`src/rtl/core/hvn_pkg.sv`:
```
`default_nettype none

package hvn_pkg;

   // Lattice hash constants
   localparam logic [31:0] HASH_M1   = 32'h7feb352d;
   localparam logic [31:0] HASH_M2   = 32'h846ca68b;
   localparam logic [31:0] MIX_A     = 32'h9e3779b1;
   localparam logic [31:0] MIX_B     = 32'h85ebca77;
   localparam logic [31:0] MIX_S     = 32'hc2b2ae3d;
   localparam logic [31:0] SALT_STEP = 32'd7919;

   // Field and datapath widths
   localparam int COORD_W = 32;
   localparam int NOISE_W = 32;
   localparam int AMP_W   = 17;
   localparam int GAIN_W  = 16;
   localparam int COUNT_W = 4;
   localparam int SALT_W  = 32;
   localparam int OUT_W   = 16;
   localparam int PROD_W  = AMP_W + NOISE_W;

   // Register stages inside one octave lane, input capture to noise out
   localparam int OCT_DEPTH = 11;

   localparam logic [AMP_W-1:0] AMP_ONE = 17'h10000;

   // Configuration port
   localparam int ADDR_W = 4;
   localparam int DATA_W = 32;

   typedef logic [1:0] reg_index_type;
   localparam reg_index_type REG_OCTAVE_COUNT = 2'd0;
   localparam reg_index_type REG_OCTAVE_GAIN  = 2'd1;
   localparam reg_index_type REG_NOISE_SALT   = 2'd2;

   localparam logic [COUNT_W-1:0] COUNT_RESET = 4'd3;
   localparam logic [GAIN_W-1:0]  GAIN_RESET  = 16'd36045;
   localparam logic [SALT_W-1:0]  SALT_RESET  = 32'd0;

   function automatic logic [31:0] fold16(input logic [31:0] v);
      return v ^ (v >> 16);
   endfunction

   // First half of the finalizer: fold by 16, multiply
   function automatic logic [31:0] mix_lo(input logic [31:0] v);
      return fold16(v) * HASH_M1;
   endfunction

   // Second half: fold by 15, multiply (final fold is applied by the caller)
   function automatic logic [31:0] mix_hi(input logic [31:0] v);
      return (v ^ (v >> 15)) * HASH_M2;
   endfunction

endpackage

`default_nettype wire

```
`src/rtl/core/hvn_div.sv`:
```
`default_nettype none

module hvn_div import hvn_pkg::*; #(
   parameter int NUM_W = 52,
   parameter int DEN_W = 20
) (
   input  logic             clock,
   input  logic [NUM_W-1:0] num,
   input  logic [DEN_W-1:0] den,
   output logic [OUT_W-1:0] quotient
);

   // Quotient = num / (den << OUT_W), known to fit OUT_W bits; one bit a stage.
   localparam int QW = OUT_W;

   logic [NUM_W-1:0] rem_ff [1:QW];
   logic [DEN_W-1:0] den_ff [1:QW];
   logic [QW-1:0]    quo_ff [1:QW];

   for (genvar j = 1; j <= QW; j++) begin : g_stage
      localparam int B = QW - j;
      logic [NUM_W-1:0] rem_src;
      logic [DEN_W-1:0] den_src;
      logic [QW-1:0]    quo_src;
      logic [NUM_W-1:0] shifted;

      if (j == 1) begin : g_first
         assign rem_src = num;
         assign den_src = den;
         assign quo_src = '0;
      end else begin : g_next
         assign rem_src = rem_ff[j-1];
         assign den_src = den_ff[j-1];
         assign quo_src = quo_ff[j-1];
      end

      assign shifted = NUM_W'(den_src) << (QW + B);

      always_ff @(posedge clock) begin
         if (rem_src >= shifted) begin
            rem_ff[j] <= rem_src - shifted;
            quo_ff[j] <= quo_src | (QW'(1) << B);
         end else begin
            rem_ff[j] <= rem_src;
            quo_ff[j] <= quo_src;
         end
         den_ff[j] <= den_src;
      end
   end

   assign quotient = quo_ff[QW];

endmodule

`default_nettype wire

```
`config.mk`:
```
export PLATFORM = sky130hd
export DESIGN_NAME = hvn_div
export DESIGN_NICKNAME = d
export VERILOG_FILES = /design/src/rtl/core/hvn_pkg.sv /design/src/rtl/core/hvn_div.sv
export SDC_FILE = /design/constraint.sdc
export NUM_CORES = 2
export LEC_CHECK = 0
export BUFFER_PORTS_ARGS = -buffer_cell sky130_fd_sc_hd__buf_2
export CAP_MARGIN = 20
export CORE_ASPECT_RATIO = 1.4
export CORE_MARGIN = 2
export CORE_UTILIZATION = 52
export DETAILED_ROUTE_END_ITERATION = 12
export GPL_TIMING_DRIVEN = 1
export PLACE_DENSITY = 0.77
export SKIP_LAST_GASP = 1
export SYNTH_ARGS = -nofsm -noshare
export SYNTH_HDL_FRONTEND = slang
export SYNTH_SLANG_ARGS = --single-unit
```
`constraint.sdc`:
```
create_clock -name clock -period 6.65 [get_ports clock]
set_input_delay 1.995 -clock clock [delete_from_list [all_inputs] [get_ports clock]]
set_output_delay 1.995 -clock clock [all_outputs]
set_load 0.02 [all_outputs]
```
Word-level counts from Yosys, hierarchy flattened
Memory sizes are Yosys's and may differ from the RTL's.
Index checks and enable logic that the tools add are counted.
{"block": "totals", "register_bits": 0, "latchBits": 0, "mem_bits_rw": 1408, "mem_bits_ro": 0, "in_bits": 73, "word_cells": 147, "mem_count": 3}
{"block": "op_classes", "add_sub_neg": 16, "mul": 0, "div": 0, "order_cmp": 16, "eq_ne": 0, "shift": 0, "muxes": 80, "bitwise_logic": 32, "reduce_logical": 0}
{"name": "rem_ff", "depth": 16, "word_bits": 52, "rd": 15, "rd_clocked_by_memory_dff": 0, "write_ports": 16, "line": "hvn_div.sv:16", "rtl": "logic [NUM_W-1:0] rem_ff [1:QW];"}
{"name": "den_ff", "depth": 16, "word_bits": 20, "rd": 15, "rd_clocked_by_memory_dff": 0, "write_ports": 16, "line": "hvn_div.sv:17", "rtl": "logic [DEN_W-1:0] den_ff [1:QW];"}
{"name": "quo_ff", "depth": 16, "word_bits": 16, "rd": 16, "rd_clocked_by_memory_dff": 0, "write_ports": 16, "line": "hvn_div.sv:18", "rtl": "logic [QW-1:0] quo_ff [1:QW];"}
{"cell": "52-bit 2-to-1 mux", "n": 16}
{"cell": "16-bit 2-to-1 mux", "n": 16}
{"cell": "52-bit by 36-bit greater-or-equal comparator with 1-bit output", "n": 1}
{"cell": "52-bit by 37-bit greater-or-equal comparator with 1-bit output", "n": 1}
{"cell": "52-bit by 38-bit greater-or-equal comparator with 1-bit output", "n": 1}
{"cell": "52-bit by 39-bit greater-or-equal comparator with 1-bit output", "n": 1}
{"cell": "52-bit by 40-bit greater-or-equal comparator with 1-bit output", "n": 1}
{"cell": "52-bit by 41-bit greater-or-equal comparator with 1-bit output", "n": 1}
{"cell": "52-bit by 42-bit greater-or-equal comparator with 1-bit output", "n": 1}
{"cell": "52-bit by 43-bit greater-or-equal comparator with 1-bit output", "n": 1}
{"cell": "52-bit by 44-bit greater-or-equal comparator with 1-bit output", "n": 1}
{"cell": "52-bit by 45-bit greater-or-equal comparator with 1-bit output", "n": 1}
{"cell": "52-bit by 46-bit greater-or-equal comparator with 1-bit output", "n": 1}
{"cell": "52-bit by 47-bit greater-or-equal comparator with 1-bit output", "n": 1}
{"cell": "52-bit by 48-bit greater-or-equal comparator with 1-bit output", "n": 1}
{"cell": "52-bit by 49-bit greater-or-equal comparator with 1-bit output", "n": 1}
{"cell": "52-bit by 50-bit greater-or-equal comparator with 1-bit output", "n": 1}
{"cell": "52-bit by 51-bit greater-or-equal comparator with 1-bit output", "n": 1}
{"cell": "52-bit by 36-bit subtractor with 52-bit output", "n": 1}
{"cell": "52-bit by 37-bit subtractor with 52-bit output", "n": 1}
{"cell": "52-bit by 38-bit subtractor with 52-bit output", "n": 1}
{"cell": "52-bit by 39-bit subtractor with 52-bit output", "n": 1}
{"cell": "52-bit by 40-bit subtractor with 52-bit output", "n": 1}
{"cell": "52-bit by 41-bit subtractor with 52-bit output", "n": 1}
{"cell": "other kinds (12)", "n": 90}

Longest topological paths before layout
An unclocked memory read counts as a cell.
{"block": "depth", "ltp_word": 5, "ltp_mapped": 13, "depth_no_buf": 13}

Worst setup path after synthesis
Ideal clock, no wire load.
{"block": "synth_path", "path_kind": "input to register", "startpoint": "in den[6]", "endpoint": "reg, netlist name rem_ff[0][91]", "setup_ns": 0.121, "arrival_time_ns": 4.110, "required_ns": 6.529, "setup_slack_ns": 2.419, "path_stages": 11, "path_cell_list": "inv_1 ha_1 a21o_1 a21oi_1 nor2_1 a211oi_1 o21a_1 nor4_1 nor2_1 clkbuf_1 mux2_2"}
{"item": "from (decl)", "line": "hvn_div.sv:9", "rtl": "input logic [DEN_W-1:0] den,"}

==> key figures <==
Timing
  – RSZ-0062 raised after global routing: false
  – Rel. slew slack: 0.2528
  – Final hold slack: 0.3237 ns
  – Worst setup margin: 2.426 ns
  – Crit path time final: 4.224 ns
  – Final setup violation count: 0
  – Max Slew Vio Count: 0
  – Setup total negative slack: 0 ns
  – Maximum clock rate: 236.7 MHz
  – Hold Violations, Final: 0
  – Fin crit share: 0.6352
  – Worst-margin pin slew: 1.111 ns
  – Clk_skew: around 0.041 ns

Logic synthesis
  – Post-synthesis cell type count: 83
  – Sequential element share of the synthesized area: 0.5192
  – Syn_area_per_cell: about 10 µm²
  – Async set-reset flop share out of synthesis: 0
  – Post-synth EDFFs: 0
  – Post-Syn Instances: 4739
  – Top post-synthesis cells by area: dfxtp_1 (52%), ha_1 (8.5%), a21oi_1 (3.8%)
  – Yosys warns: 0
  – Main synth FF type: dfxtp_1
  – Yosys top cell area share: 0.5192
  – Mapped Nets: 5147
  – Seq cells post-synth: 1216
  – Biggest area consumer among synthesized cells: dfxtp_1
  – Synthesized area: 46880 µm²

CTS
  – Post-CTS Setup Inserts: 0
  – Clock buffer count from CTS: roughly 110
  – Worst-case clock buffer depth: 3
  – Worst-Skew Late Latency: 0.70 ns
  – CTS tree: yes
  – Clk slew on worst S/H paths: around 0.06 ns
  – CTS Hold Bufs: 0
  – H-tree Lvls: 3
  – Post-CTS Resized: 0
  – CTS Root Cell: clkbuf_16
  – # clock sinks: 1216

Pwr
  – Pwr Total: 26.18 mW
  – Sw Ratio: 0.3516
  – Int Power: 16.97 mW
  – Static Leak: 23.17 nW
  – Switching pwr: 9.206 mW
  – Gate power share: 0.369
  – Power Dens Cells: about 500 nW/µm²
  – Maximum vdd drop: about 0.00026 V
  – Clock share of power: 0.244
  – Flop pwr share: 0.386

Placed design
  – Cell Area, Placed: 48710 µm²
  – Hpwl dp: slightly above 80000 µm
  – GPL Wtd Cong: 0.9907
  – Placed insts: a little under 6k
  – IO Port Bufs: 88
  – Place WS: 1.714 ns

Setup path
  – CP required: 7.23 ns
  – Critical path launch point type: input pin
  – R2R setup slack: 2.59 ns
  – Worst path slowest cell: a211oi_1
  – Worst Reg-to-Reg Cells: 12
  – Reg-to-Reg End: rem_ff[0][257]$_DFF_P_
  – Critical path peak fanout: 33
  – Worst R2R Start: rem_ff[0][184]$_DFF_P_
  – Critical path type: in2reg
  – Slowest stage delay, CP: 0.52 ns
  – Setup crit end kind: flop
  – CP cell instances: buf_2 -> inv_1 -> ha_1 -> nor2b_1 -> o211ai_1 -> nand3_1 -> a211oi_1 -> o21a_1 -> nor4_1 -> nor2_2 -> buf_4 -> mux2_2
  – CP arrival: 4.80 ns

Cells and area
  – Share of cells above drive strength 1: 0.07810
  – Final non-filler cell total: 6157
  – Nets@finish: 5285
  – Most frequent cells in the layout: dfxtp_1 (1216), inv_1 (412), a21oi_1 (353), ha_1 (320), nor2_1 (312)
  – Design area: ~52000 µm²
  – Commonest non-fill, non-tap cell in the layout: dfxtp_1
  – Area Overhead vs Synth: 11.83%
  – Core Util, Final: 0.5850

Die
  – Die X-Extent: roughly 260 µm
  – Cell Rows: between 100 and 150
  – Die Y-Extent: 359.3 µm
  – Core ar.: 89620 µm²
  – I/O pin count: a little under 90
  – Initial core utilization: 0.5231
  – Die ar.: 92610 µm²

Routing
  – Routed len/inst: approximately 17 µm
  – DRC errors left: 0
  – Vias per inst: 5.467
  – Drt total wl: 106100 µm
  – DRT antenna net count: 0
  – Drt pass-1 iters: 6
  – Vias: 33.66k
  – Initial drt markers: 1768

Min path
  – Hold Path Class: reg2reg
  – Hold Path Cell Cnt: 0
  – HP Start: quo_ff[0][108]$_DFF_P_
  – Hold Path End: quo_ff[0][124]$_DFF_P_

Flow run
  – Max-cap check violation count: 0

Global routing
  – First-pass GRT wire length: roughly 170000 µm
  – GRT overflow: 0
  – GRT Resource Usage Total: 0.2270
  – Number of global-route vias before repair: 34.66k
  – Largest net degree at the start of global routing: 47
  – Initial antenna violation count: 2

Run status
  – Outcome: finished, final reports clean
## critical path: cells and delay by family
| family | cells | cell delay (ns) |
|---|---|---|
| compound gates | 3 | 0.99 |
| fa+ha+maj | 1 | 0.27 |
| simple gates | 4 | 0.64 |
| mux | 1 | 0.37 |
| buf+inv | 3 | 0.54 |
## worst max path at each step
| stage | start | to | depth (start not counted) |
|---|---|---|---|
| 6_report | den[1] | rem_ff[0][91]$_DFF_P_ | 12 |
| 5_1_grt | den[1] | rem_ff[0][91]$_DFF_P_ | 12 |
| 4_1_cts | den[1] | rem_ff[0][91]$_DFF_P_ | 12 |
| 3_5_place_dp | den[1] | rem_ff[0][91]$_DFF_P_ | 12 |
| 3_3_place_gp | den[1] | rem_ff[0][91]$_DFF_P_ | 12 |
| 2_1_floorplan | den[6] | rem_ff[0][91]$_DFF_P_ | 11 |
## power by group through the flow
stage	Sequential (mW)	Combinational (mW)	Clock [mW]
global route	10.3	10.7	6.81
finish	10.1	9.66	6.40
CTS	10.1	9.58	6.52
global placement	10.2	9.28	0
floorplan	9.88	7.39	0
detailed placement	10.2	9.48	0
## flip-flops by register name (all words and copies together) (netlist names)
register,cells
rem_ff,780
den_ff,300
quo_ff,136
## cell usage after synthesis (82+ instances only)
master	number
nor2_1	313
dfxtp_1	1216
a21o_1	113
nor4_1	115
xnor2_1	175
xor2_1	176
inv_1	412
o21ai_0	271
a21oi_1	355
ha_1	320
nor3_1	82
nand2_1	309
## final cells by class
class                           instances  area [µm²]
Antenna cell                            1       2.502
Clock buffer                          149        3048
Clock inverter                         51       666.9
Fill cell                            7377       37190
Inverter                              413        1550
Multi-Input combinational cell       3027       20720
Sequential cell                      1216       24340
Tap cell                             1188        1486
Timing Repair Buffer                  112       613.1
## cells by family (layout without fill, tap and decap cells)
logic type / count (synthesis) / in the layout / synth area share
AO/OA/AOI/OAI: 1056 / 1056 / 0.1379
XOR/XNOR: 351 / 351 / 0.06557
adder cells (fa/ha/maj): 335 / 335 / 0.09180
buffers and inverters: 496 / 725 / 0.04030
flip-flops: 1216 / 1216 / 0.5192
multiplexers: 60 / 60 / 0.01449
other: 0 / 1 / 0
AND/OR/NAND/NOR: 1225 / 1225 / 0.1307
## routing by layer
layer,up-vias,GRT usage,share of wire
met3,412,0.03307,0.033
met1,15656,0.1838,0.32
li1,16754,-,-
met5,-,0,0
met4,0,0.1847,0.088
met2,837,0.4651,0.56
No activity file was read; power rests on OpenSTA's default activity.
